`src/sv/concentric_disc_sample_map_unit_defines.svh`:
```
// Assertion macros for the concentric disc sample map unit.
// Uses the clock and reset port names of the module that includes it.
// Defining ASSERT_OFF turns every check into an empty statement.
`ifndef CONCENTRIC_DISC_SAMPLE_MAP_UNIT_DEFINES_SVH
`define CONCENTRIC_DISC_SAMPLE_MAP_UNIT_DEFINES_SVH

`ifndef ASSERT_OFF
// Same-cycle implication, disabled during reset.
`define CDSM_ASSERT_IMP(lbl, ante, cons, msg) \
   lbl: assert property (@(posedge clock) disable iff (reset) (ante) |-> (cons)) \
      else $error(msg);
// Next-cycle implication, disabled during reset.
`define CDSM_ASSERT_NXT(lbl, ante, cons, msg) \
   lbl: assert property (@(posedge clock) disable iff (reset) (ante) |=> (cons)) \
      else $error(msg);
`else
`define CDSM_ASSERT_IMP(lbl, ante, cons, msg)
`define CDSM_ASSERT_NXT(lbl, ante, cons, msg)
`endif

`endif

```
`src/sv/cdsm_pkg.sv`:
```
// Shared constants, word types and the arctangent table of the disc sample map.
// Used by every module of the block; depends on nothing else.
package cdsm_pkg;

   localparam int FRAC_BITS     = 16;
   localparam int CORDIC_STAGES = 16;
   localparam int ATAN_LEN      = 30;
   localparam int CORDIC_N      = (CORDIC_STAGES < ATAN_LEN) ? CORDIC_STAGES : ATAN_LEN;

   localparam int SAMPLE_W = 16;
   localparam int OUT_W    = 18;
   localparam int MAG_W    = 17;
   localparam int REM_W    = MAG_W + 1;
   localparam int ANG_W    = 32;
   localparam int QUO_W    = 30;
   localparam int DIV_STEPS  = 2;
   localparam int DIV_STAGES = QUO_W / DIV_STEPS;

   localparam int REQ_DATA_W = 2 * SAMPLE_W;
   localparam int RSP_DATA_W = 40;
   localparam int RSP_PAD_W  = RSP_DATA_W - 2 * OUT_W;

   // CORDIC gain in Q.32 and the scaling of the start vector into Q.FRAC_BITS.
   localparam int GAIN_W     = 32;
   localparam logic [GAIN_W-1:0] GAIN_Q32 = 32'h9B74EDA8;
   localparam int PROD_W     = MAG_W + GAIN_W;
   localparam int GAIN_SHIFT = 48 - FRAC_BITS;
   localparam logic [PROD_W:0] GAIN_ROUND = (PROD_W + 1)'(1) << (GAIN_SHIFT - 1);

   localparam int CW        = FRAC_BITS + 3;
   localparam int CONV_W    = CW + 16;
   localparam int OUT_SHR   = (FRAC_BITS > 16) ? (FRAC_BITS - 16) : 0;
   localparam int OUT_SHL   = (FRAC_BITS < 16) ? (16 - FRAC_BITS) : 0;
   localparam int OUT_ROUND = (1 << OUT_SHR) >> 1;
   localparam int OUT_MAX   = 65536;

   // atan(2^-i) in binary angle units, 2^32 per turn.
   localparam logic [ANG_W-1:0] ATAN_TAB [ATAN_LEN] = '{
      32'h20000000, 32'h12E4051E, 32'h09FB385B, 32'h051111D4, 32'h028B0D43,
      32'h0145D7E1, 32'h00A2F61E, 32'h00517C55, 32'h0028BE53, 32'h00145F2F,
      32'h000A2F98, 32'h000517CC, 32'h00028BE6, 32'h000145F3, 32'h0000A2FA,
      32'h0000517D, 32'h000028BE, 32'h0000145F, 32'h00000A30, 32'h00000518,
      32'h0000028C, 32'h00000146, 32'h000000A3, 32'h00000051, 32'h00000029,
      32'h00000014, 32'h0000000A, 32'h00000005, 32'h00000003, 32'h00000001
   };

   // Values that ride alongside the divider.
   typedef struct packed {
      logic [MAG_W-1:0] radius;
      logic [1:0]       quad_base;
      logic             neg;
   } side_type;

   typedef struct packed {
      logic [REM_W-1:0] rem;
      logic [MAG_W-1:0] den;
      logic [QUO_W-1:0] quo;
      side_type         side;
   } div_type;

   typedef struct packed {
      logic [CW-1:0]    x;
      logic [CW-1:0]    y;
      logic [ANG_W-1:0] z;
      logic [1:0]       quad;
   } rot_type;

   typedef struct packed {
      logic [OUT_W-1:0] disc_y;
      logic [OUT_W-1:0] disc_x;
   } point_type;

endpackage

```
`src/sv/cdsm_div.sv`:
```
// Pipelined restoring divider for the wedge ratio, two quotient bits per stage.
// Depends on cdsm_pkg.
module cdsm_div import cdsm_pkg::*; (
   input  logic             clock,
   input  logic             reset,
   input  logic             en,
   input  logic             in_valid,
   input  div_type          in_word,
   output logic             out_valid,
   output logic [QUO_W-1:0] out_quo,
   output side_type         out_side
);

   logic [DIV_STAGES-1:0] valid_ff;
   div_type               stage_ff [DIV_STAGES];
   div_type               stage_in [DIV_STAGES];

   // The very first step compares the numerator itself, which is never
   // larger than the divisor; every later step doubles the remainder first.
   function automatic logic [REM_W:0] div_step(input logic [REM_W-1:0] rem,
                                               input logic [MAG_W-1:0] den,
                                               input logic             first);
      logic [REM_W-1:0] trial;
      logic [REM_W-1:0] dext;
      trial = first ? rem : {rem[REM_W-2:0], 1'b0};
      dext  = REM_W'(den);
      if (trial >= dext) begin
         return {1'b1, trial - dext};
      end
      return {1'b0, trial};
   endfunction

   always_comb begin
      div_type          w;
      logic [REM_W:0]   res;
      w = in_word;
      for (int s = 0; s < DIV_STAGES; s++) begin
         for (int k = 0; k < DIV_STEPS; k++) begin
            res   = div_step(w.rem, w.den, (s == 0) && (k == 0));
            w.rem = res[REM_W-1:0];
            w.quo = {w.quo[QUO_W-2:0], res[REM_W]};
         end
         stage_in[s] = w;
         w = stage_ff[s];
      end
   end

   always_ff @(posedge clock) begin
      if (reset) begin
         valid_ff <= '0;
      end else if (en) begin
         valid_ff <= {valid_ff[DIV_STAGES-2:0], in_valid};
      end
   end

   always_ff @(posedge clock) begin
      if (en) begin
         for (int s = 0; s < DIV_STAGES; s++) begin
            stage_ff[s] <= stage_in[s];
         end
      end
   end

   assign out_valid = valid_ff[DIV_STAGES-1];
   assign out_quo   = stage_ff[DIV_STAGES-1].quo;
   assign out_side  = stage_ff[DIV_STAGES-1].side;

endmodule

```
`config.mk`:
```
export PLATFORM = sky130hd
export DESIGN_NAME = cdsm_div
export DESIGN_NICKNAME = d
export VERILOG_FILES = /design/src/sv/concentric_disc_sample_map_unit_defines.svh /design/src/sv/cdsm_pkg.sv /design/src/sv/cdsm_div.sv
export SDC_FILE = /design/constraint.sdc
export NUM_CORES = 2
export LEC_CHECK = 0
export BUFFER_PORTS_ARGS = -buffer_cell sky130_fd_sc_hd__buf_2
export CORE_MARGIN = 3
export CORE_UTILIZATION = 50
export DETAILED_ROUTE_END_ITERATION = 8
export GPL_ROUTABILITY_DRIVEN = 0
export PLACE_DENSITY = 0.74
export SLEW_MARGIN = 5
export SYNTH_ARGS = -nofsm -noshare
export SYNTH_HDL_FRONTEND = slang
export SYNTH_SLANG_ARGS = --single-unit
export TNS_END_PERCENT = 20
```
`constraint.sdc`:
```
create_clock -name clock -period 8.5 [get_ports clock]
set_clock_uncertainty 0.1 [all_clocks]
set_input_delay 2.55 -clock clock [delete_from_list [all_inputs] [get_ports clock]]
set_output_delay 2.55 -clock clock [all_outputs]
set_load 0.05 [all_outputs]
```
---- Yosys cells after proc, flatten, opt, wreduce, memory -nomap -nowiden ----
Memory sizes are Yosys's and may differ from the RTL's.
Index checks and enable logic that the tools add are counted.
word-level totals
  register bits ........................... 15
  RAM bits ................................ 1275
  output and inout bits ................... 51
  memories ................................ 1
cells by class
  add/sub/neg operators ................... 30
  order comparisons ....................... 30
  mux-type cells .......................... 92
memory list
  name      depth  bits a word  read ports  clocked after memory_dff  write ports  RTL line        RTL
  stage_ff  15     85           15          0                         15           cdsm_div.sv:15  div_type stage_ff [DIV_STAGES];
operators by type and width
  operator                        count
  2-to-1 mux 19 bit               60
  >= comparator 18 x 17 -> 1 bit  30
  subtractor 18 x 17 -> 18 bit    30
  2-to-1 mux 1 bit                32

---- Logic depth before layout (Yosys ltp) ----
  depth after elaboration ................. 6
  gate-level depth with buffers ........... 25

---- Worst setup path before layout ----
Ideal clock, no wire load.
  path type ............................... input to register
  from .................................... input in_word[67] (netlist name)
  to ...................................... memory stage_ff[0][75] (netlist name), data pin
  library setup time ...................... 0.260 ns
  data arrival time ....................... 7.111 ns
  path slack .............................. 1.029 ns
  stages on the path ...................... 23
  path buffers ............................ 2
  path through ............................ inv_1 > ha_1 > inv_1 > fa_1 > a21oi_1 > o21ai_0 > a2111oi_2 > o21ai_0 > a211oi_1 > o21ai_1 > clkbuf_1 > mux2_2 > ha_1 > o21ai_0 > a21o_1 > a211o_1 > a31oi_1 > a41oi_1 > o21ai_0 > a21oi_1 > nand2_2 > buf_2 > mux2_2
RTL lines
  what                RTL line        RTL
  start: declaration  cdsm_div.sv:8   input div_type in_word,
  end: declaration    cdsm_div.sv:15

==> impl_metrics.env <==
export IMPL_grt_max_degree=199
export IMPL_regArea_um2=30800
export IMPL_avgSynthCellArea_um2=11.8
export IMPL_die_h_um=352
export IMPL_initial_core_util=0.506
export IMPL_critPathSlowestCell="a2111oi_2"
export IMPL_fin_setup_tns_ns=0
export IMPL_cts_tree="yes"
export IMPL_drc=0
export IMPL_worstSetupPathType="in2reg"
export IMPL_n_antenna_cell=0
export IMPL_synth_ff_type="edfxtp_1"
export IMPL_clk_pin_slew_ns=0.07
export IMPL_core_area_um2=118000
export IMPL_synth_async_reset_ratio=0
export IMPL_ys_seq_area_frac=0.515
export IMPL_cpPeakStageDelay_ns=0.50
export IMPL_io_buffer_count=109
export IMPL_postCtsSetupRepairBufs=0
export IMPL_post_route_min_period_ns=7.39
export IMPL_maxCapViolCount=0
export IMPL_dr_first_iter_drc_count=2860
export IMPL_dieArea_um2=124000
export IMPL_hold_violations=0
export IMPL_grtUsageTotal=0.188
export IMPL_nFillCells=9684
export IMPL_cts_sinks=1031
export IMPL_start_kind="primary input"
export IMPL_routed_wl_um=119000
export IMPL_netlist_area_um2=59800
export IMPL_wl_per_cell_um=17.3
export IMPL_clk_path_buf_depth=3
export IMPL_setup_viol_count_final=0
export IMPL_syn2layout_area_growth_pct=9.41
export IMPL_worst_slew_pin_slew_ns=1.11
export IMPL_final_nets=5806
export IMPL_cp_required_ns=8.86
export IMPL_ant_nets=0
export IMPL_final_max_slew_viol_count=0
export IMPL_worstPathMaxFanout=17
export IMPL_first_pass_iters=8
export IMPL_worstPathCellList="buf_2, inv_1, ha_1, inv_1, fa_1, a21oi_1, o21ai_0, a2111oi_2, o21ai_0, a211oi_1, o21ai_2, mux2_2, ha_1, or2_2, a21oi_1, a211o_1, a31oi_1, a41oi_1, o21ai_0, a21oi_1, nand2_2, mux2_2"
export IMPL_ctsHoldBuffers=0
export IMPL_rows=126
export IMPL_clk_latency_ns=0.74
export IMPL_gr_total_overflow=0
export IMPL_fin_crit_sh=0.870
export IMPL_slew_headroom=0.262
export IMPL_ys_types=100
export IMPL_ys_ff_latch=1031
export IMPL_ys_warn_count=0
export IMPL_io_pins=140
export IMPL_cp_num_buf_inv=3
export IMPL_arrival_ns=7.75
export IMPL_fmax_mhz=135
export IMPL_cp_top_family="compound AO/OA/AOI/OAI gates"
export IMPL_antenna_found_initial=0
export IMPL_ctsResizeCount=0
export IMPL_syn_nets=5675
export IMPL_worst_slack_ns=1.11
export IMPL_drive_gt1_frac=0.124
export IMPL_root_buffer="clkbuf_16"
export IMPL_place_hpwl_um=87100
export IMPL_cts_made_buffers=107
export IMPL_synth_edf_count=1016
export IMPL_synthCells=5075
export IMPL_multi_input_area_um2=27000
export IMPL_dpl_worst_slack_ns=0.466
export IMPL_rsz0062_at_grt="no"
export IMPL_die_w_um=352
export IMPL_grt_pass1_vias=37800
export IMPL_hp_class="reg2reg"
export IMPL_grt_first_pass_wirelength_um=193000
export IMPL_h_tree_depth=3
export IMPL_endpoint_kind="flip-flop"
export IMPL_outcome="completed"
export IMPL_post_drt_via_cell_ratio=5.67
export IMPL_vias=39100
[stage by stage]
step	utilization	area, µm²	hold slack, ns	cells
final	0.553	65500	0.307	6894
after global routing	0.553	65500	0.310	6894
after CTS	0.553	65500	0.302	6894
after global placement	0.524	62000	0.300	6697
after floorplan	-	59800	0.300	5075
after detailed placement	0.524	62000	0.305	6697
[kinds of logic (layout without fill, tap and decap cells)]
logic type / after synthesis / after routing / share of synthesized area
and+or+nand+nor: 1119 / 1119 / 0.0908
muxes: 326 / 326 / 0.0611
DFF: 1031 / 1031 / 0.515
xor gates and xnor gates: 364 / 364 / 0.0533
adders and majority gates: 511 / 511 / 0.109
buffers and inverters: 503 / 722 / 0.0355
AOI/OAI and AO/OA: 1221 / 1221 / 0.136
[Yosys cell counts, types with 26 or more instances]
master    count  share of area
ha_1        495           0.10
o31ai_1      27         0.0034
nor2_1      337          0.021
a31oi_1      44         0.0046
buf_4        54         0.0068
o211ai_1     27         0.0034
edfxtp_1   1016           0.51
a21o_1      177          0.022
xor2_1      123          0.018
and3_1       52         0.0054
inv_1       386          0.024
o21ai_0     213          0.018
nand2_1     249          0.016
nand4_1      49         0.0051
nand3_1      72         0.0060
and2_1       30         0.0031
nor2b_1      64         0.0067
mux2_2      284          0.053
o21a_1       73         0.0092
nor3_1      105         0.0088
o21bai_1     55         0.0069
xnor2_1     241          0.035
or2_2        26         0.0027
a21oi_1     353          0.030
mux2i_1      34         0.0057
or3_1        28         0.0029
clkbuf_1     43         0.0027
a211oi_1     45         0.0056
nand2b_1     34         0.0036
[cell usage in the layout, fill, tap and decap left out, types with 44 or more instances in the layout]
cell       Yosys  layout
a211oi_1      45      45
a21o_1       177     177
a21oi_1      353     352
a31oi_1       44      44
and3_1        52      52
buf_2         13     108
clkbuf_16      0     107
edfxtp_1    1016    1016
ha_1         495     495
inv_1        386     386
mux2_2       284     284
nand2_1      249     249
nand3_1       72      72
nand4_1       49      49
nor2_1       337     337
nor2b_1       64      64
nor3_1       105     105
o21a_1        73      73
o21ai_0      213     212
o21bai_1      55      55
xnor2_1      241     241
xor2_1       123     123
[flip-flops by register name, summed over array words and instances, names as in the netlist]
register  cells
stage_ff   1016
valid_ff     15
[worst paths after layout]
kind / from / endpoint / slack, ns / cells past startpoint
worst min register to register: stage_ff[1][88]$_DFFE_PP_ / stage_ff[1][173]$_DFFE_PP_ / 0.31 / 0
worst max-delay path: in_word[67] / stage_ff[0][68]$_DFFE_PP_ / 1.11 / 22
worst max register to register: stage_ff[0][135]$_DFFE_PP_ / stage_ff[0][246]$_DFFE_PP_ / 1.54 / 20
worst min-delay path: stage_ff[1][88]$_DFFE_PP_ / stage_ff[1][173]$_DFFE_PP_ / 0.31 / 0
[area by class of cell]
class,instances,area share
inverter,389,0.0223
clock buffer,132,0.0426
tap,1600,0.0306
sequential,1031,0.471
timing repair buffer,136,0.0122
multi-input combinational,3541,0.412
clock inverter,65,0.0102
[metal layers]
metal | vias to the layer above | wire length (µm) | track usage
li1 | 19200 | - | -
met1 | 18700 | 54500 | 0.256
met2 | 905 | 55800 | 0.311
met3 | 196 | 5820 | 0.0266
met4 | 0 | 3370 | 0.0626
met5 | - | 0 | 0
[worst register-to-register path, cell delays in order (launching register included)]
cell	delay, ns
edfxtp_1	0.48
inv_1	0.18
fa_1	0.48
a21o_1	0.17
a21oi_1	0.32
o211ai_1	0.24
o221ai_1	0.27
a211o_1	0.49
inv_2	0.30
mux2_2	0.36
ha_1	0.35
and4_1	0.26
a41o_1	0.25
a2111oi_0	0.36
nand3_1	0.13
o211ai_1	0.18
o22ai_1	0.15
nor3_2	0.52
inv_1	0.56
and2_1	0.33
a211oi_1	0.30
Power is left out: the tool's default activity adds up to more than one toggle a clock period on the data nets, which glitch-free logic cannot reach.
