==> config.mk <==
export PLATFORM = sky130hd
export DESIGN_NAME = cdsm_cordic
export DESIGN_NICKNAME = d
export VERILOG_FILES = /design/src/sv/concentric_disc_sample_map_unit_defines.svh /design/src/sv/cdsm_pkg.sv /design/src/sv/cdsm_cordic.sv
export SDC_FILE = /design/constraint.sdc
export NUM_CORES = 2
export LEC_CHECK = 0
export BUFFER_PORTS_ARGS = -buffer_cell sky130_fd_sc_hd__buf_4
export CORE_MARGIN = 8
export CORE_UTILIZATION = 65
export CTS_CLUSTER_SIZE = 28
export DETAILED_ROUTE_END_ITERATION = 6
export PLACE_DENSITY = 0.86
export SKIP_LAST_GASP = 1
export SYNTH_ARGS = -nofsm -noshare
export SYNTH_HDL_FRONTEND = slang
export SYNTH_SLANG_ARGS = --single-unit
==> constraint.sdc <==
create_clock -name clock -period 7.7 [get_ports clock]
set_input_delay 0.385 -clock clock [delete_from_list [all_inputs] [get_ports clock]]
set_output_delay 0.385 -clock clock [all_outputs]
set_load 0.1 [all_outputs]
==> src/sv/concentric_disc_sample_map_unit_defines.svh <==
// Assertion macros for the concentric disc sample map unit.
// Uses the clock and reset port names of the module that includes it.
// Defining ASSERT_OFF turns every check into an empty statement.
`ifndef CONCENTRIC_DISC_SAMPLE_MAP_UNIT_DEFINES_SVH
`define CONCENTRIC_DISC_SAMPLE_MAP_UNIT_DEFINES_SVH

`ifndef ASSERT_OFF
// Same-cycle implication, disabled during reset.
`define CDSM_ASSERT_IMP(lbl, ante, cons, msg) \
   lbl: assert property (@(posedge clock) disable iff (reset) (ante) |-> (cons)) \
      else $error(msg);
// Next-cycle implication, disabled during reset.
`define CDSM_ASSERT_NXT(lbl, ante, cons, msg) \
   lbl: assert property (@(posedge clock) disable iff (reset) (ante) |=> (cons)) \
      else $error(msg);
`else
`define CDSM_ASSERT_IMP(lbl, ante, cons, msg)
`define CDSM_ASSERT_NXT(lbl, ante, cons, msg)
`endif

`endif

==> src/sv/cdsm_pkg.sv <==
// Shared constants, word types and the arctangent table of the disc sample map.
// Used by every module of the block; depends on nothing else.
package cdsm_pkg;

   localparam int FRAC_BITS     = 16;
   localparam int CORDIC_STAGES = 16;
   localparam int ATAN_LEN      = 30;
   localparam int CORDIC_N      = (CORDIC_STAGES < ATAN_LEN) ? CORDIC_STAGES : ATAN_LEN;

   localparam int SAMPLE_W = 16;
   localparam int OUT_W    = 18;
   localparam int MAG_W    = 17;
   localparam int REM_W    = MAG_W + 1;
   localparam int ANG_W    = 32;
   localparam int QUO_W    = 30;
   localparam int DIV_STEPS  = 2;
   localparam int DIV_STAGES = QUO_W / DIV_STEPS;

   localparam int REQ_DATA_W = 2 * SAMPLE_W;
   localparam int RSP_DATA_W = 40;
   localparam int RSP_PAD_W  = RSP_DATA_W - 2 * OUT_W;

   // CORDIC gain in Q.32 and the scaling of the start vector into Q.FRAC_BITS.
   localparam int GAIN_W     = 32;
   localparam logic [GAIN_W-1:0] GAIN_Q32 = 32'h9B74EDA8;
   localparam int PROD_W     = MAG_W + GAIN_W;
   localparam int GAIN_SHIFT = 48 - FRAC_BITS;
   localparam logic [PROD_W:0] GAIN_ROUND = (PROD_W + 1)'(1) << (GAIN_SHIFT - 1);

   localparam int CW        = FRAC_BITS + 3;
   localparam int CONV_W    = CW + 16;
   localparam int OUT_SHR   = (FRAC_BITS > 16) ? (FRAC_BITS - 16) : 0;
   localparam int OUT_SHL   = (FRAC_BITS < 16) ? (16 - FRAC_BITS) : 0;
   localparam int OUT_ROUND = (1 << OUT_SHR) >> 1;
   localparam int OUT_MAX   = 65536;

   // atan(2^-i) in binary angle units, 2^32 per turn.
   localparam logic [ANG_W-1:0] ATAN_TAB [ATAN_LEN] = '{
      32'h20000000, 32'h12E4051E, 32'h09FB385B, 32'h051111D4, 32'h028B0D43,
      32'h0145D7E1, 32'h00A2F61E, 32'h00517C55, 32'h0028BE53, 32'h00145F2F,
      32'h000A2F98, 32'h000517CC, 32'h00028BE6, 32'h000145F3, 32'h0000A2FA,
      32'h0000517D, 32'h000028BE, 32'h0000145F, 32'h00000A30, 32'h00000518,
      32'h0000028C, 32'h00000146, 32'h000000A3, 32'h00000051, 32'h00000029,
      32'h00000014, 32'h0000000A, 32'h00000005, 32'h00000003, 32'h00000001
   };

   // Values that ride alongside the divider.
   typedef struct packed {
      logic [MAG_W-1:0] radius;
      logic [1:0]       quad_base;
      logic             neg;
   } side_type;

   typedef struct packed {
      logic [REM_W-1:0] rem;
      logic [MAG_W-1:0] den;
      logic [QUO_W-1:0] quo;
      side_type         side;
   } div_type;

   typedef struct packed {
      logic [CW-1:0]    x;
      logic [CW-1:0]    y;
      logic [ANG_W-1:0] z;
      logic [1:0]       quad;
   } rot_type;

   typedef struct packed {
      logic [OUT_W-1:0] disc_y;
      logic [OUT_W-1:0] disc_x;
   } point_type;

endpackage

==> src/sv/cdsm_cordic.sv <==
// Angle and gain setup, pipelined CORDIC rotation, quadrant fix-up and Q1.16 output.
// Depends on cdsm_pkg.
module cdsm_cordic import cdsm_pkg::*; (
   input  logic             clock,
   input  logic             reset,
   input  logic             en,
   input  logic             in_valid,
   input  logic [QUO_W-1:0] in_quo,
   input  side_type         in_side,
   output logic             out_valid,
   output point_type        out_point
);

   localparam int TAIL = CORDIC_N + 4;

   logic [TAIL-1:0]   valid_ff;
   logic [ANG_W-1:0]  theta_ff;
   logic [ANG_W-1:0]  theta_in;
   logic [PROD_W-1:0] prod_ff;
   logic [PROD_W-1:0] prod_in;
   logic [PROD_W:0]   prod_round;
   logic [1:0]        quad;
   rot_type           start_ff;
   rot_type           start_in;
   rot_type           rot_ff [CORDIC_N];
   rot_type           rot_in [CORDIC_N];
   rot_type           last_rot;
   logic [CW-1:0]     qx_ff;
   logic [CW-1:0]     qx_in;
   logic [CW-1:0]     qy_ff;
   logic [CW-1:0]     qy_in;
   point_type         point_ff;
   point_type         point_in;

   function automatic logic [OUT_W-1:0] to_out(input logic [CW-1:0] v);
      logic signed [CONV_W-1:0] e;
      e = CONV_W'($signed(v));
      e = (e + CONV_W'(OUT_ROUND)) >>> OUT_SHR;
      e = e <<< OUT_SHL;
      if (e > CONV_W'(OUT_MAX)) begin
         e = CONV_W'(OUT_MAX);
      end else if (e < CONV_W'(-OUT_MAX)) begin
         e = CONV_W'(-OUT_MAX);
      end
      return e[OUT_W-1:0];
   endfunction

   // Angle with 2^32 per turn: wedge base plus or minus the ratio.
   assign theta_in = {in_side.quad_base, {(ANG_W-2){1'b0}}} +
                     (in_side.neg ? -ANG_W'(in_quo) : ANG_W'(in_quo));
   assign prod_in  = PROD_W'(in_side.radius) * PROD_W'(GAIN_Q32);

   // Nearest quarter turn is taken out and applied after the rotation.
   assign quad       = theta_ff[ANG_W-1:ANG_W-2] + {1'b0, theta_ff[ANG_W-3]};
   assign prod_round = {1'b0, prod_ff} + GAIN_ROUND;

   always_comb begin
      start_in.quad = quad;
      start_in.z    = theta_ff - {quad, {(ANG_W-2){1'b0}}};
      start_in.x    = CW'(prod_round >> GAIN_SHIFT);
      start_in.y    = '0;
   end

   always_comb begin
      rot_type          w;
      logic signed [CW-1:0] dx;
      logic signed [CW-1:0] dy;
      w = start_ff;
      for (int s = 0; s < CORDIC_N; s++) begin
         dx = $signed(w.y) >>> s;
         dy = $signed(w.x) >>> s;
         if (!w.z[ANG_W-1]) begin
            w.x = w.x - dx;
            w.y = w.y + dy;
            w.z = w.z - ATAN_TAB[s];
         end else begin
            w.x = w.x + dx;
            w.y = w.y - dy;
            w.z = w.z + ATAN_TAB[s];
         end
         rot_in[s] = w;
         w = rot_ff[s];
      end
   end

   assign last_rot = rot_ff[CORDIC_N-1];

   always_comb begin
      case (last_rot.quad)
         2'd1: begin
            qx_in = -last_rot.y;
            qy_in = last_rot.x;
         end
         2'd2: begin
            qx_in = -last_rot.x;
            qy_in = -last_rot.y;
         end
         2'd3: begin
            qx_in = last_rot.y;
            qy_in = -last_rot.x;
         end
         default: begin
            qx_in = last_rot.x;
            qy_in = last_rot.y;
         end
      endcase
   end

   assign point_in.disc_x = to_out(qx_ff);
   assign point_in.disc_y = to_out(qy_ff);

   always_ff @(posedge clock) begin
      if (reset) begin
         valid_ff <= '0;
      end else if (en) begin
         valid_ff <= {valid_ff[TAIL-2:0], in_valid};
      end
   end

   always_ff @(posedge clock) begin
      if (en) begin
         theta_ff <= theta_in;
         prod_ff  <= prod_in;
         start_ff <= start_in;
         for (int s = 0; s < CORDIC_N; s++) begin
            rot_ff[s] <= rot_in[s];
         end
         qx_ff    <= qx_in;
         qy_ff    <= qy_in;
         point_ff <= point_in;
      end
   end

   assign out_valid = valid_ff[TAIL-1];
   assign out_point = point_ff;

endmodule

### Word level (Yosys, flattened, before mapping)

Memory sizes are Yosys's and may differ from the RTL's.
Cells that the tools add are included.

| cells by class | value |
|---|---|
| order comparisons | 4 |
| multiplexer cells | 23 |
| $mul | 1 |
| reductions and logical operators | 2 |
| equality and inequality tests | 3 |
| add/subtract/negate cells | 100 |

Operators by type and width:

| cell | number |
|---|---|
| two-way mux 70 bit | 15 |
| adder 19 bit | 30 |
| subtractor 19 bit | 30 |
| case mux 19 bit (3 select lines) | 2 |
| two-way mux 51 bit | 1 |
| adder 49 x 32 -> 50 bit (second input constant) | 1 |
| multiplier 17 x 29 -> 46 bit (second input constant) | 1 |
| greater-than comparator 19 x 18 -> 1 bit (second input constant) | 2 |
| < comparator 19 x 17 -> 1 bit (second input constant) | 2 |
| negator 19 bit | 2 |
| two-way mux 18 bit | 2 |
| adder 32 x 15 -> 32 bit (second input constant) | 1 |
| adder 32 x 16 -> 32 bit (second input constant) | 1 |
| adder 32 x 17 -> 32 bit (second input constant) | 1 |
| adder 32 x 18 -> 32 bit (second input constant) | 1 |
| adder 32 x 19 -> 32 bit (second input constant) | 1 |
| adder 32 x 20 -> 32 bit (second input constant) | 1 |
| adder 32 x 21 -> 32 bit (second input constant) | 1 |
| adder 32 x 22 -> 32 bit (second input constant) | 1 |
| adder 32 x 23 -> 32 bit (second input constant) | 1 |
| adder 32 x 24 -> 32 bit (second input constant) | 1 |
| adder 32 x 25 -> 32 bit (second input constant) | 1 |
| adder 32 x 26 -> 32 bit (second input constant) | 1 |
| adder 32 x 27 -> 32 bit (second input constant) | 1 |
| other kinds (29) | 32 |

| word-level totals | value |
|---|---|
| output and inout bits | 37 |
| input port bits | 54 |
| bits in writable memories | 1,152 |
| register bits after elaboration | 224 |
| logic and storage cells | 146 |
| memories | 1 |

Memory list:

| name | depth | width | read ports | clocked after memory_dff | write ports | line | RTL |
|---|---|---|---|---|---|---|---|
| rot_ff | 16 | 72 | 16 | 0 | 16 | cdsm_cordic.sv:25 | `rot_type rot_ff [CORDIC_N];` |

### Depth between registers and ports, before layout

| depth | value |
|---|---|
| depth in word-level cells | 3 |
| depth in mapped cells | 24 |
| mapped depth without buffers | 24 |

### Least setup slack after synthesis

No wires, ideal clock.

| timing path | value |
|---|---|
| kind | input port to flip-flop |
| start point | in in_side[12] in the netlist's numbering |
| end point | reg prod_ff[48] (data pin) |
| stages | 22 |
| arrival | 5,864 ps |
| data required time | 7,442 ps |
| path buffers | 0 |
| library setup time | 258 ps |
| path slack | 1,578 ps |
| cell sequence | ha_1 inv_1 fa_1 fa_1 inv_1 fa_1 fa_1 inv_1 fa_1 inv_1 ha_1 nand4_1 nor2_1 nand2_1 o311ai_0 a211oi_1 nand3b_1 o31ai_1 o311ai_0 a21oi_1 nor2_1 xnor2_1 |

| on the way | value |
|---|---|
| cells in the longest elaborated chain, start to end | 1 |

Ends and longest elaborated chain:

| what | line | RTL |
|---|---|---|
| from (decl) | cdsm_cordic.sv:9 | `input side_type in_side,` |
| multiplier 17 x 29 -> 46 bit | cdsm_cordic.sv:51 | `assign prod_in = PROD_W'(in_side.radius) * PROD_W'(GAIN_Q32);` |
| named net prod_in[48] | cdsm_cordic.sv:20 | `logic [PROD_W-1:0] prod_in;` |
| to (signal assigned) | cdsm_cordic.sv:123 | `prod_ff <= prod_in;` |
| to (decl) | cdsm_cordic.sv:19 | `logic [PROD_W-1:0] prod_ff;` |

The timed path passes the listed nets, and every way through them passes these cells.
A chain may end at the register's enable or synchronous reset.

### Worst setup path in the final report

| timing path | value |
|---|---|
| start point | in in_side[11] in the netlist's numbering |
| end point | reg prod_ff[42] (data pin) |

The elaborated chain is that of the path after synthesis.

==> metrics.yaml <==
grt_max_degree: 183
crit_slowest_cell: "ha_1"
fin_skew_ns: 0.0376
synth_fa_ha_area_frac: 0.199
worst_slew_pin_slew_ns: 1.26
nNetsFinal: 11191
min-delay-start: "en"
r2r_start: "rot_ff[0][33]"
grt.overflow.total: 0
synth_edf_count: 1262
gp_congestion: 0.901
coreArea_mm2: 0.150
dp_hpwl_um: 164000
period_needed_ns: 6.17
htree_levels: 4
floorplan.initialDensity: 0.655
first_pass_iters: 6
portBuffers: 90
synthSimpleGateAreaFrac: 0.110
synth_ff_type: "edfxtp_1"
synthTopCellsByCount: "edfxtp_1, ha_1, xnor2_1, nor2_1, inv_1"
slew_headroom: 0.149
setup_violations: 0
drv_cap: 0
crit-reg2reg-capture: "rot_ff[0][143]"
grt_pass1_vias: 71838
reg2reg_depth: 14
finalCritPeriodShare: 0.801
dr.first_iter.drc_count: 5218
crit_top_cell: "fa_1"
syn_inst: 9511
grt_pass1_wl_um: 352000
cts_hold_buf: 48
critPathLaunchType: "input pin"
cts-root-buf: "clkbuf_16"
synth_xor_area_frac: 0.106
hold_class: "input pin to flop"
setup_tns_ns: 0
synth_top_area_share: 0.386
end_kind: "flop"
wl_per_cell_um: 18.3
cts_resized: 0
path_cells: "buf_4 -> ha_1 -> fa_1 -> fa_1 -> fa_1 -> fa_1 -> inv_1 -> fa_1 -> inv_1 -> ha_1 -> a21oi_1 -> o21ai_0 -> a21oi_1 -> o22ai_1 -> a211oi_1 -> nand3b_1 -> buf_4 -> o21ai_0 -> and2_1 -> o21ai_0 -> nand2b_1 -> xor2_1"
diodes: 0
holdPathStages: 1
status: "completed"
rsz0062_at_grt: "false"
ant_nets: 0
synth_top_family_by_area: "adder cells"
drv_slew: 0
holdPathEnd: "prod_ff[38]"
clockBufferDepth: 3
ff2ff_setup_slack_ns: 2.62
syn_nets: 10980
cts_setup_buffers: 0
dieArea_mm2: 0.164
synth_async_sr_flop_share: 0
synth_compound_area_frac: 0.150
pin_count: 91
clk_latency_ns: 0.81
finalHoldViolations: 0
synth_seq_area_share: 0.391
synth_mux_area_frac: 0.00944
critPathKind: "input pin to flop"
cp.depth: 22
die_w_um: 404
critPathMaxStageDelay_ns: 0.61
fmax_ghz: 0.162
yosysMostFrequentCell: "edfxtp_1"
ys_ff_latch: 1282
cts_sinks: 1282
cts_tree: "yes"
syn-cell-area_mm2: 0.0981
die_h_um: 404
cts_buffers: 143
cp_num_buf_inv: 4
layout-drive-gt1-share: 0.0451
drt-total-wl_um: 217000
fill_cells: 10336
crit_family: "adder cells"
viasPerCell: 6.07
synth_largest_area_cell: "edfxtp_1"
synth_area_leaders: "edfxtp_1, ha_1, xnor2_1, fa_1, a21oi_1"
fp-row-count: 142
cp.arrival_ns: 6.71
path_clk_slew_ns: 0.06
drc_errors: 0
dr_total_vias: 71989
cp_max_fo: 7
cp.required_ns: 8.24
syn_to_final_growth_pct: 8.74
yosysUniqueCellTypes: 85
syn_area_per_cell_um2: 10.3
ys_warn_count: 0
grt_usage: 0.258
antenna_found_initial: 2
-- through the flow --
stage / instance area [µm²] / setup WS (ns) / std cells / utilization / hold slack [ns]
2_1_floorplan: 98100 / 1.58 / 9511 / - / 0.400
3_5_place_dp: 101000 / 0.744 / 11545 / 0.676 / 0.405
4_1_cts: 107000 / 1.60 / 11855 / 0.712 / 0.0405
3_3_place_gp: 101000 / 0.830 / 11545 / 0.676 / 0.400
5_1_grt: 107000 / 1.17 / 11855 / 0.712 / 0.112
6_report: 107000 / 1.53 / 11855 / 0.712 / 0.0886
-- cells by family (layout without fill, tap and decap cells) --
family          after synthesis  after routing
fa+ha+maj                  1415           1415
flops                      1282           1282
simple gates               2299           2299
buf+inv                     916           1244
compound gates             2321           2321
xor+xnor                   1191           1191
mux                          87             87
-- per-layer routing --
layer	GRT usage	vias to the layer above	share of wire
met2	0.465	2188	0.50
met3	0.0333	543	0.049
met1	0.314	34404	0.41
met5	0	-	0.00012
li1	-	34850	-
met4	0.0980	4	0.037
-- cells in the final DEF (no fill, tap or decap), types with 53 or more instances in the layout --
| master | instances |
|---|---|
| and2_1 | 63 |
| nor2_1 | 831 |
| nor4_1 | 53 |
| nor2b_1 | 115 |
| nand2b_1 | 92 |
| nand4_1 | 55 |
| o21a_1 | 153 |
| mux2i_1 | 61 |
| o21bai_1 | 147 |
| nand3_1 | 182 |
| a21o_1 | 289 |
| buf_4 | 121 |
| clkbuf_16 | 146 |
| inv_1 | 804 |
| a31oi_1 | 66 |
| xor2_1 | 348 |
| nor3_1 | 241 |
| edfxtp_1 | 1262 |
| or3_1 | 54 |
| fa_1 | 237 |
| nand2_1 | 451 |
| o21ai_0 | 439 |
| xnor2_1 | 843 |
| ha_1 | 1178 |
| and3_1 | 54 |
| a21oi_1 | 788 |
-- cell type report --
type / count / area, µm² / share of cell area
Clock buffer: 165 / 3720 / 0.0349
Clock inverter: 97 / 1210 / 0.0114
Inverter: 806 / 3030 / 0.0284
Multi-Input combinational cell: 7313 / 56300 / 0.528
Sequential cell: 1282 / 38300 / 0.359
Tap cell: 2016 / 2520 / 0.0237
Timing Repair Buffer: 176 / 1530 / 0.0143
-- state kept, by name, indices dropped and copies added (netlist names) --
register   cells
qx_ff         19
out_point     36
qy_ff         19
start_ff      50
prod_ff       18
valid_ff      20
theta_ff      32
rot_ff      1086
rot_in         2
-- how the worst max path moves through the flow --
stage	startpoint	end	slack [ns]
2_1_floorplan	in_side[12]	prod_ff[48]	1.58
6_report	in_side[11]	prod_ff[42]	1.53
4_1_cts	in_side[14]	prod_ff[48]	1.60
3_5_place_dp	in_side[14]	prod_ff[48]	0.74
3_3_place_gp	in_side[14]	prod_ff[48]	0.83
5_1_grt	in_side[14]	prod_ff[48]	1.17
Power is not shown: default switching activity piles up to over one toggle a cycle in this logic, so the estimate is an artifact.
