[src/sv/concentric_disc_sample_map_unit_defines.svh]
// Assertion macros for the concentric disc sample map unit.
// Uses the clock and reset port names of the module that includes it.
// Defining ASSERT_OFF turns every check into an empty statement.
`ifndef CONCENTRIC_DISC_SAMPLE_MAP_UNIT_DEFINES_SVH
`define CONCENTRIC_DISC_SAMPLE_MAP_UNIT_DEFINES_SVH

`ifndef ASSERT_OFF
// Same-cycle implication, disabled during reset.
`define CDSM_ASSERT_IMP(lbl, ante, cons, msg) \
   lbl: assert property (@(posedge clock) disable iff (reset) (ante) |-> (cons)) \
      else $error(msg);
// Next-cycle implication, disabled during reset.
`define CDSM_ASSERT_NXT(lbl, ante, cons, msg) \
   lbl: assert property (@(posedge clock) disable iff (reset) (ante) |=> (cons)) \
      else $error(msg);
`else
`define CDSM_ASSERT_IMP(lbl, ante, cons, msg)
`define CDSM_ASSERT_NXT(lbl, ante, cons, msg)
`endif

`endif

[src/sv/cdsm_pkg.sv]
// Shared constants, word types and the arctangent table of the disc sample map.
// Used by every module of the block; depends on nothing else.
package cdsm_pkg;

   localparam int FRAC_BITS     = 16;
   localparam int CORDIC_STAGES = 16;
   localparam int ATAN_LEN      = 30;
   localparam int CORDIC_N      = (CORDIC_STAGES < ATAN_LEN) ? CORDIC_STAGES : ATAN_LEN;

   localparam int SAMPLE_W = 16;
   localparam int OUT_W    = 18;
   localparam int MAG_W    = 17;
   localparam int REM_W    = MAG_W + 1;
   localparam int ANG_W    = 32;
   localparam int QUO_W    = 30;
   localparam int DIV_STEPS  = 2;
   localparam int DIV_STAGES = QUO_W / DIV_STEPS;

   localparam int REQ_DATA_W = 2 * SAMPLE_W;
   localparam int RSP_DATA_W = 40;
   localparam int RSP_PAD_W  = RSP_DATA_W - 2 * OUT_W;

   // CORDIC gain in Q.32 and the scaling of the start vector into Q.FRAC_BITS.
   localparam int GAIN_W     = 32;
   localparam logic [GAIN_W-1:0] GAIN_Q32 = 32'h9B74EDA8;
   localparam int PROD_W     = MAG_W + GAIN_W;
   localparam int GAIN_SHIFT = 48 - FRAC_BITS;
   localparam logic [PROD_W:0] GAIN_ROUND = (PROD_W + 1)'(1) << (GAIN_SHIFT - 1);

   localparam int CW        = FRAC_BITS + 3;
   localparam int CONV_W    = CW + 16;
   localparam int OUT_SHR   = (FRAC_BITS > 16) ? (FRAC_BITS - 16) : 0;
   localparam int OUT_SHL   = (FRAC_BITS < 16) ? (16 - FRAC_BITS) : 0;
   localparam int OUT_ROUND = (1 << OUT_SHR) >> 1;
   localparam int OUT_MAX   = 65536;

   // atan(2^-i) in binary angle units, 2^32 per turn.
   localparam logic [ANG_W-1:0] ATAN_TAB [ATAN_LEN] = '{
      32'h20000000, 32'h12E4051E, 32'h09FB385B, 32'h051111D4, 32'h028B0D43,
      32'h0145D7E1, 32'h00A2F61E, 32'h00517C55, 32'h0028BE53, 32'h00145F2F,
      32'h000A2F98, 32'h000517CC, 32'h00028BE6, 32'h000145F3, 32'h0000A2FA,
      32'h0000517D, 32'h000028BE, 32'h0000145F, 32'h00000A30, 32'h00000518,
      32'h0000028C, 32'h00000146, 32'h000000A3, 32'h00000051, 32'h00000029,
      32'h00000014, 32'h0000000A, 32'h00000005, 32'h00000003, 32'h00000001
   };

   // Values that ride alongside the divider.
   typedef struct packed {
      logic [MAG_W-1:0] radius;
      logic [1:0]       quad_base;
      logic             neg;
   } side_type;

   typedef struct packed {
      logic [REM_W-1:0] rem;
      logic [MAG_W-1:0] den;
      logic [QUO_W-1:0] quo;
      side_type         side;
   } div_type;

   typedef struct packed {
      logic [CW-1:0]    x;
      logic [CW-1:0]    y;
      logic [ANG_W-1:0] z;
      logic [1:0]       quad;
   } rot_type;

   typedef struct packed {
      logic [OUT_W-1:0] disc_y;
      logic [OUT_W-1:0] disc_x;
   } point_type;

endpackage

[src/sv/cdsm_front.sv]
// Input stage: centers the sample pair, picks the wedge and sets up the division.
// Depends on cdsm_pkg.
module cdsm_front import cdsm_pkg::*; (
   input  logic                clock,
   input  logic                reset,
   input  logic                en,
   input  logic                in_valid,
   input  logic [SAMPLE_W-1:0] u_sample,
   input  logic [SAMPLE_W-1:0] v_sample,
   output logic                out_valid,
   output div_type             out_word
);

   logic signed [OUT_W-1:0] a_val;
   logic signed [OUT_W-1:0] b_val;
   logic signed [OUT_W:0]   ab_sum;
   logic                    a_neg;
   logic                    b_neg;
   logic [MAG_W-1:0]        a_mag;
   logic [MAG_W-1:0]        b_mag;
   logic [MAG_W-1:0]        num_mag;
   logic [MAG_W-1:0]        den_mag;
   logic                    center;
   logic                    valid_ff;
   div_type                 word_ff;
   div_type                 word_in;

   assign a_val  = $signed({1'b0, u_sample, 1'b0} - 18'h10000);
   assign b_val  = $signed({1'b0, v_sample, 1'b0} - 18'h10000);
   assign ab_sum = a_val + b_val;
   assign a_neg  = a_val[OUT_W-1];
   assign b_neg  = b_val[OUT_W-1];
   assign a_mag  = a_neg ? MAG_W'(-a_val) : MAG_W'(a_val);
   assign b_mag  = b_neg ? MAG_W'(-b_val) : MAG_W'(b_val);

   // The dominant magnitude is both the radius and the divisor.  The neg flag
   // says whether the scaled ratio is subtracted from the wedge base angle.
   always_comb begin
      word_in.side.quad_base = 2'd0;
      word_in.side.neg       = 1'b0;
      num_mag                = '0;
      den_mag                = '0;
      center                 = 1'b0;
      if (ab_sum > 19'sd0) begin
         if (a_val > b_val) begin
            num_mag                = b_mag;
            den_mag                = a_mag;
            word_in.side.quad_base = 2'd0;
            word_in.side.neg       = b_neg;
         end else begin
            num_mag                = a_mag;
            den_mag                = b_mag;
            word_in.side.quad_base = 2'd1;
            word_in.side.neg       = !a_neg;
         end
      end else begin
         if (a_val < b_val) begin
            num_mag                = b_mag;
            den_mag                = a_mag;
            word_in.side.quad_base = 2'd2;
            word_in.side.neg       = !b_neg;
         end else begin
            num_mag                = a_mag;
            den_mag                = b_mag;
            center                 = (b_mag == '0);
            word_in.side.quad_base = center ? 2'd0 : 2'd3;
            word_in.side.neg       = a_neg;
         end
      end
      word_in.side.radius = den_mag;
      word_in.rem         = REM_W'(num_mag);
      word_in.den         = center ? MAG_W'(1) : den_mag;
      word_in.quo         = '0;
   end

   always_ff @(posedge clock) begin
      if (reset) begin
         valid_ff <= 1'b0;
      end else if (en) begin
         valid_ff <= in_valid;
      end
   end

   always_ff @(posedge clock) begin
      if (en) begin
         word_ff <= word_in;
      end
   end

   assign out_valid = valid_ff;
   assign out_word  = word_ff;

endmodule

[config.mk]
export PLATFORM = sky130hd
export DESIGN_NAME = cdsm_front
export DESIGN_NICKNAME = d
export VERILOG_FILES = /design/src/sv/concentric_disc_sample_map_unit_defines.svh /design/src/sv/cdsm_pkg.sv /design/src/sv/cdsm_front.sv
export SDC_FILE = /design/constraint.sdc
export NUM_CORES = 1
export LEC_CHECK = 0
export ABC_AREA = 1
export BUFFER_PORTS_ARGS = -buffer_cell sky130_fd_sc_hd__buf_2
export CAP_MARGIN = 20
export CELL_PAD_IN_SITES_DETAIL_PLACEMENT = 2
export CELL_PAD_IN_SITES_GLOBAL_PLACEMENT = 2
export CORE_MARGIN = 2
export CORE_UTILIZATION = 30
export CTS_BUF_LIST = sky130_fd_sc_hd__clkbuf_4
export DETAILED_ROUTE_END_ITERATION = 8
export GPL_TIMING_DRIVEN = 0
export PLACE_DENSITY = 0.89
export SKIP_LAST_GASP = 1
export SYNTH_ARGS = -nofsm -noshare
export SYNTH_HDL_FRONTEND = slang
export SYNTH_SLANG_ARGS = --single-unit
[constraint.sdc]
create_clock -name clock -period 3.7 [get_ports clock]
set_input_delay 0.74 -clock clock [delete_from_list [all_inputs] [get_ports clock]]
set_output_delay 0.74 -clock clock [all_outputs]
set_load 0.01 [all_outputs]
# Word level (Yosys, flattened, before mapping)
# Index checks and enable logic that the tools add are counted.
dict set report op_classes {
  addsub 5
  n_mul 0
  n_div 0
  n_lt_le_gt_ge 3
  eq_ne 0
  shifts 0
  n_mux 14
  bitwise 0
  n_reduce_logical 3
}
# operator count
set op_table {}
lappend op_table {{two-way mux 17 bit} 8}
lappend op_table {{subtractor 17 x 17 -> 18 bit (second input constant)} 2}
lappend op_table {{negation 17 bit} 2}
lappend op_table {{adder 18 x 18 -> 19 bit} 1}
lappend op_table {{> comparator 19 x 1 -> 1 bit (second input constant)} 1}
lappend op_table {{> comparator 18 bit} 1}
lappend op_table {{less-than comparator 18 bit} 1}
lappend op_table {{logical NOT 17 bit} 1}
lappend op_table {{two-way mux 3 bit} 2}
lappend op_table {{two-way mux 2 bit} 2}
lappend op_table {{logical NOT 1 bit} 2}
lappend op_table {{two-way mux 1 bit} 2}
dict set report word_totals {
  ff_bits 55
  latch_bits 0
  ram_bits 0
  mem_bits_ro 0
  inputBits 36
  output_inout_bits 86
  elab_cells 31
  mem_count 0
}

# Logic depth before layout (Yosys ltp)
# Gate-level depths: netlist of run 1.
dict set report logic_depth {
  depth_word 7
  mapped_depth 19
  mapped_depth_nobuf 18
}

# Worst setup path after synthesis of run 1
# Ideal clock, no wire load.
dict set report synth_timing {
  kind {input to register}
  startpoint {in u_sample[15]}
  endpoint {reg word_ff (netlist bit out_word[10]), data pin}
  setup_time_ns 0.254
  t_arrival_ns 2.693
  t_required_ns 3.446
  slack_ns 0.753
  path_stages 15
  n_path_buf 3
  cell_sequence {inv_1 > clkbuf_1 > ha_1 > buf_4 > inv_1 > nor3_1 > a21oi_1 > nand3_1 > nand2_1 > inv_1 > nor2_1 > nand2_1 > buf_2 > nand3_1 > nand2_1}
}
dict set report synth_via {
  elab_chain_cells 4
  elab_cells_between_ends 9
  classes_between {add/sub: 2; order compare: 3; mux: 4}
}
# element line_no
set synth_rtl {}
lappend synth_rtl {{start: declaration} cdsm_front.sv:8} ;# input logic [SAMPLE_W-1:0] u_sample,
lappend synth_rtl {{subtractor 17 x 17 -> 18 bit *} cdsm_front.sv:28} ;# assign a_val = $signed({1'b0, u_sample, 1'b0} - 18'h10000);
lappend synth_rtl {{adder 18 x 18 -> 19 bit, or another cell as far along} cdsm_front.sv:30} ;# assign ab_sum = a_val + b_val;
lappend synth_rtl {{> comparator 19 x 1 -> 1 bit, or another cell as far along} cdsm_front.sv:44} ;# if (ab_sum > 19'sd0) begin
lappend synth_rtl {{two-way mux 17 bit *} cdsm_front.sv:44}
lappend synth_rtl {{via den_mag[7]} cdsm_front.sv:22} ;# logic [MAG_W-1:0] den_mag;
lappend synth_rtl {{end signal: assignment} cdsm_front.sv:86} ;# word_ff <= word_in;
lappend synth_rtl {{end: declaration} cdsm_front.sv:25} ;# div_type word_ff;
# Mark *: on every way through the listed nets, which the timed path passes. The rest lies on a longest branch.
# A chain may end at the register's enable or synchronous reset.

==> results of run 1 <==
==> cell families (layout without fill, tap and decap cells) <==
logic type / after synthesis / count (layout)
DFF: 53 / 53
and+or+nand+nor: 564 / 564
xor gates and xnor gates: 16 / 16
adders and majority gates: 35 / 35
muxes: 1 / 1
buffers and inverters: 164 / 260
AOI/OAI and AO/OA: 73 / 73
other: 1 / 33
==> per-layer routing <==
metal  wire length [um]  global-route usage [%]  up-vias
li1                   -                       -     3099
met1               8970                    24.5     3097
met2              11800                    43.5      106
met3                512                    1.18       28
met4                456                    5.32        0
met5                  0                       0        -
==> metrics by stage <==
stage | power (mW) | cell area [um2]
2_1_floorplan | 1.53 | 5880
3_3_place_gp | 1.87 | 6620
3_5_place_dp | 1.93 | 6620
4_1_cts | 2.21 | 6680
5_1_grt | 2.37 | 6690
6_report | 2.19 | 6690
==> final timing paths <==
check | depth (start not counted) | endpoint | from | slack (ns)
max | 16 | out_word[0]$_DFFE_PP_ | v_sample[15] | 0.39
min | 2 | out_valid$_SDFFE_PP0P_ | reset | 0.48
max reg2reg | 2 | out_valid$_SDFFE_PP0P_ | out_valid$_SDFFE_PP0P_ | 3.09
min reg2reg | 2 | out_valid$_SDFFE_PP0P_ | out_valid$_SDFFE_PP0P_ | 0.53
==> area by class of cell <==
| type | instances | area share [%] |
|---|---|---|
| Buffer | 61 | 6.17 |
| Clock inverter | 3 | 0.318 |
| Timing Repair Buffer | 89 | 6.88 |
| Multi-Input combinational cell | 722 | 52.4 |
| Tap cell | 234 | 4.37 |
| Sequential cell | 53 | 23.6 |
| Clock buffer | 5 | 0.561 |
| Inverter | 102 | 5.72 |
==> synthesized netlist by cell type, drive strengths merged <==
library cell / instances
o21bai: 4
edfxtp: 52
o211ai: 2
ha: 34
clkinv: 1
clkbuf: 9
nor2: 60
nand4: 13
o21ai: 43
mux2i: 1
dfxtp: 1
xnor2: 2
o21a: 1
conb: 1
nor3: 9
fa: 1
nand2: 353
nor4: 1
a21oi: 21
a31oi: 2
buf: 53
nand3: 124
nand3b: 2
inv: 101
xor2: 14
and2: 2
==> cell usage in the layout (no fill, tap or decap), types with 2 or more instances in the layout <==
cell / count
a31oi_1: 2
o21bai_1: 3
inv_1: 96
clkbuf_1: 8
nor3_1: 7
nor3_2: 2
nand3_1: 121
buf_4: 37
nor2_1: 59
nand2_1: 347
clkbuf_4: 5
nand2_2: 6
a21oi_1: 19
conb_1: 33
edfxtp_1: 52
ha_1: 34
o211ai_1: 2
buf_6: 4
and2_1: 2
nand3_2: 3
xnor2_1: 2
nand3b_1: 2
xor2_1: 14
nand4_1: 13
buf_2: 100
inv_2: 5
o21ai_0: 43
==> timing repair <==
action                                  4_1_cts  5_1_grt
endpoints found under the hold margin         0        0
resized for setup                             0        1
endpoints found under the setup margin        0       40
==> report_power, final <==
group          switching, mW  internal [mW]
logic                  0.736          0.363
registers             0.0229          0.795
clock network          0.201         0.0757
total                  0.959           1.23
==> registers in the layout, indices dropped and copies added, names as in the netlist <==
register / count
out_word: 52
out_valid: 1
==> flow_summary.yaml, run 1 <==
run_status:
  status: "completed"
sta:
  rsz0062_at_grt: "no"
  finalHoldViolations: 0
  worst_pin_slew_ns: 0.859
  fin_setup_tns_ns: 0
  setup_slack_ns: 0.395
  relSlewSlack_pct: 42.2
  finalSetupViolCount: 0
  skew_ns: 0
  period_share_pct: 89.3
  timing.final.crit_period_ns: 3.31
  maxSlewViolCount: 0
  whs_ns: 0.481
  timing.fmax_ghz: 0.303
setup_path:
  end_kind: "flop"
  crit_top_cell: "nand2_1"
  start_kind: "primary input"
  arrival_ns: 3.55
  crit_type: "primary input to flop"
  max_stage_delay_ns: 0.39
  crit_buf_inv: 6
  cp.required_ns: 3.94
  cp_top_family: "buffers and inverters"
  crit_fanout: 10
  crit_chain: "buf_2 > inv_1 > clkbuf_1 > ha_1 > buf_4 > inv_1 > nor3_1 > nand3_1 > nand2_1 > nand2_1 > nand2_1 > nand3_2 > o21bai_4 > buf_6 > nand2_1 > nand2_1"
  slowest_stage: "ha_1"
clock_tree:
  cts_setup_buffers: 0
  insertion_delay_ns: 0.39
  clk_pin_slew_ns: 0.16
  cts_tree: "yes"
  cts_buffer_depth: 2
  clock_sink_count: 53
  cts_hold_buffers: 0
  h-tree-depth: 2
  root_buffer: "clkbuf_4"
  numCtsBuffers: 5
finish:
  nFillCells: 2421
  drive_gt1_share_pct: 16.4
  antenna_cells: 0
  nets: 1105
  seq_area_mm2: 0.00158
  stdcell_count: 1269
  multi_input_area_mm2: 0.00350
  syn_to_final_growth_pct: 16.2
  final_util_pct: 35.7
drt:
  routed_wirelength_um: 21800
  route.detailed.drc: 0
  via_per_inst: 4.99
  dr.pass1.iters: 4
  initialDrtViolationCount: 298
  wl_per_cell_um: 17.2
  antenna_left: 0
  vias: 6330
die:
  start_util_pct: 30.7
  die_w_um: 143
  die_height_um: 143
  core_area_mm2: 0.0188
  pin_count: 122
  rows: 50
  dieArea_mm2: 0.0203
power_and_ir_drop:
  power.density_mw_per_mm2: 328
  peakVddDrop_mv: 0.143
  leakage_nw: 3.67
logic_synthesis:
  ys_seq_area_share_pct: 27.4
  ys_warn_count: 0
  synth_area_leader_cell: "edfxtp_1"
  synthCells: 907
  synth-compound-area-share_pct: 7.14
  synthMuxAreaShare_pct: 0.174
  synth_cell_types: 36
  synthSimpleGateAreaFrac_pct: 41.1
  synthAdderAreaFrac_pct: 7.73
  synth_top_area_share_pct: 27.1
  synth_area_mm2: 0.00576
  synth_area_leaders: "edfxtp_1, nand2_1, nand3_1"
  synth_top_family_by_area: "simple AND/OR/NAND/NOR gates"
  ys_ff_latch: 53
  avgSynthCellArea_um2: 6.35
  synthXorXnorAreaFrac_pct: 2.43
global_route:
  antenna_found_initial: 0
  grt_first_pass_wirelength_um: 34900
  grt_max_degree: 54
  grt_usage_pct: 21.6
  grt_pass1_vias: 6746
  grt_overflow: 0
hold_path:
  hold_path.class: "primary input to flop"
job:
  maxCapViolCount: 0
placed_design:
  pre_cts_ws_ns: -0.296
  numPortBuffers: 88
  gp_congestion: 0.889
  dp_cells: 1261
  dp_hpwl_um: 18500
Power figures use the tool's default switching activity.
==> inputs of run 2 (changes only) <==
--- a/config.mk
+++ b/config.mk
@@ -19,2 +19,3 @@
 export SKIP_LAST_GASP = 1
+export SLEW_MARGIN = 40
 export SYNTH_ARGS = -nofsm -noshare
--- a/constraint.sdc
+++ b/constraint.sdc
@@ -3,2 +3,2 @@
 set_output_delay 0.74 -clock clock [all_outputs]
-set_load 0.01 [all_outputs]
+set_load 0.005 [all_outputs]
==> run 2 against run 1 <==
Compared with the run above:
- via count is 0.43% lower
- routed wire length fell by 0.14%
- clock power about the same
- hold slack improved by 0.0019 ns
- largest cell class unchanged
- highest routed layer unchanged
==> flow_summary.yaml, run 2 (synthesis results as in run 1) <==
setup_path:
  cp_top_family: "buffers and inverters"
  crit_buf_inv: 5
  max_stage_delay_ns: 0.39
  reg2regPathDepth: 2
  rrSetupSlack_ns: 3.09
  worstReg2RegStart: "out_valid$_SDFFE_PP0P_"
  start_kind: "primary input"
  reg2reg_to: "out_valid$_SDFFE_PP0P_"
  crit_chain: "buf_2 > inv_1 > clkbuf_1 > ha_1 > nor3_2 > nand2_1 > nor2_1 > nand2_1 > nand4_1 > nand2_2 > inv_1 > clkbuf_1 > o21ai_0 > nand2_1 > nand2_1"
  crit_type: "primary input to flop"
  crit_top_cell: "nand2_1"
  cp.required_ns: 3.87
  end_kind: "flop"
  crit_fanout: 10
  arrival_ns: 3.49
  slowest_stage: "clkbuf_1"
finish:
  nets: 1104
  final_cell_mix: "nand2_1, nand3_1, buf_2"
  largest_reg_flops: 52
  antenna_cells: 0
  syn_to_final_growth_pct: 15.8
  final_common_cell: "nand2_1"
  drive_gt1_share_pct: 16.3
job:
  maxCapViolCount: 0
run_status:
  status: "completed"
clock_tree:
  h-tree-depth: 2
  cts_hold_buffers: 0
  cts_tree: "yes"
  clk_pin_slew_ns: 0.17
  root_buffer: "clkbuf_4"
  insertion_delay_ns: 0.39
  cts_setup_buffers: 0
  cts_buffer_depth: 2
  post_cts_resized: 0
  clock_sink_count: 53
  numCtsBuffers: 5
drt:
  route.detailed.drc: 0
  routed_wirelength_um: 21800
  wl_per_cell_um: 17.2
  antenna_left: 0
  vias: 6303
  initialDrtViolationCount: 224
  via_per_inst: 4.97
  dr.pass1.iters: 4
die:
  die_height_um: 143
  core_area_mm2: 0.0188
  dieArea_mm2: 0.0203
  start_util_pct: 30.7
  die_w_um: 143
  pin_count: 122
  rows: 50
global_route:
  grt_overflow: 0
  antenna_found_initial: 0
  grt_first_pass_wirelength_um: 34900
  grt_usage_pct: 21.6
  grt_pass1_vias: 6750
  grt_max_degree: 54
power_and_ir_drop:
  peakVddDrop_mv: 0.114
  power.density_mw_per_mm2: 321
  leakage_nw: 3.66
sta:
  timing.fmax_ghz: 0.301
  setup_slack_ns: 0.379
  worst_pin_slew_ns: 0.891
  finalHoldViolations: 0
  skew_ns: 0
  fin_setup_tns_ns: 0
  rsz0062_at_grt: "no"
  timing.final.crit_period_ns: 3.32
  finalSetupViolCount: 0
  relSlewSlack_pct: 40.1
  maxSlewViolCount: 0
  period_share_pct: 89.8
placed_design:
  pre_cts_ws_ns: -0.282
  numPortBuffers: 88
  dp_hpwl_um: 18400
  gp_congestion: 0.889
hold_path:
  hold_path.class: "primary input to flop"
  min_path_cells: 2
  worstHoldEndpoint: "out_valid$_SDFFE_PP0P_"
  min_from: "reset"
## run 2: cell count changes in the layout (fill, tap and decap cells not counted), sizes merged
cell,delta
buf,-1
## run 2: worst max path at each step
stage | startpoint | endpoint | slack [ns] | depth (start not counted)
4_1_cts | u_sample[15] | out_word[0]$_DFFE_PP_ | 0.15 | 16
5_1_grt | v_sample[15] | out_word[0]$_DFFE_PP_ | 0.08 | 17
2_1_floorplan | u_sample[15] | out_word[10]$_DFFE_PP_ | 0.75 | 15
6_report | v_sample[15] | out_word[17]$_DFFE_PP_ | 0.38 | 15
3_3_place_gp | u_sample[15] | out_word[65]$_SDFFCE_PP0P_ | -0.18 | 16
3_5_place_dp | u_sample[15] | out_word[76]$_DFFE_PP_ | -0.28 | 16
## run 2: area by class of cell
cell class / count / area, um2
Fill cell: 2414 / 12100
Multi-Input combinational cell: 722 / 3500
Buffer: 61 / 413
Clock inverter: 3 / 21.3
Clock buffer: 5 / 37.5
Inverter: 102 / 383
Timing Repair Buffer: 88 / 443
Sequential cell: 53 / 1580
Tap cell: 234 / 293
## run 2: power by group
part           leakage (nW)  switching (mW)  total [mW]  internal (mW)
clock network        0.0316           0.202       0.278         0.0757
logic                  3.12           0.690        1.05          0.358
registers             0.513          0.0230       0.818          0.795
total                  3.66           0.915        2.14           1.23
## run 2: per-layer routing
metal / GRT usage (%) / vias to the layer above / routed length, um
met5: 0 / - / 0
met4: 5.26 / 0 / 414
met3: 1.18 / 24 / 522
met2: 43.5 / 116 / 11800
met1: 24.4 / 3066 / 8970
li1: - / 3097 / -
## run 2: metrics by stage
step	hold slack, ns	util, %	cells	total power, mW	cell area (um2)
4_1_cts	0.469	35.6	1269	2.17	6680
3_5_place_dp	0.510	35.3	1261	1.89	6620
5_1_grt	0.473	35.6	1268	2.32	6680
2_1_floorplan	0.485	-	939	1.48	5880
6_report	0.483	35.6	1268	2.14	6680
3_3_place_gp	0.472	35.3	1261	1.82	6620
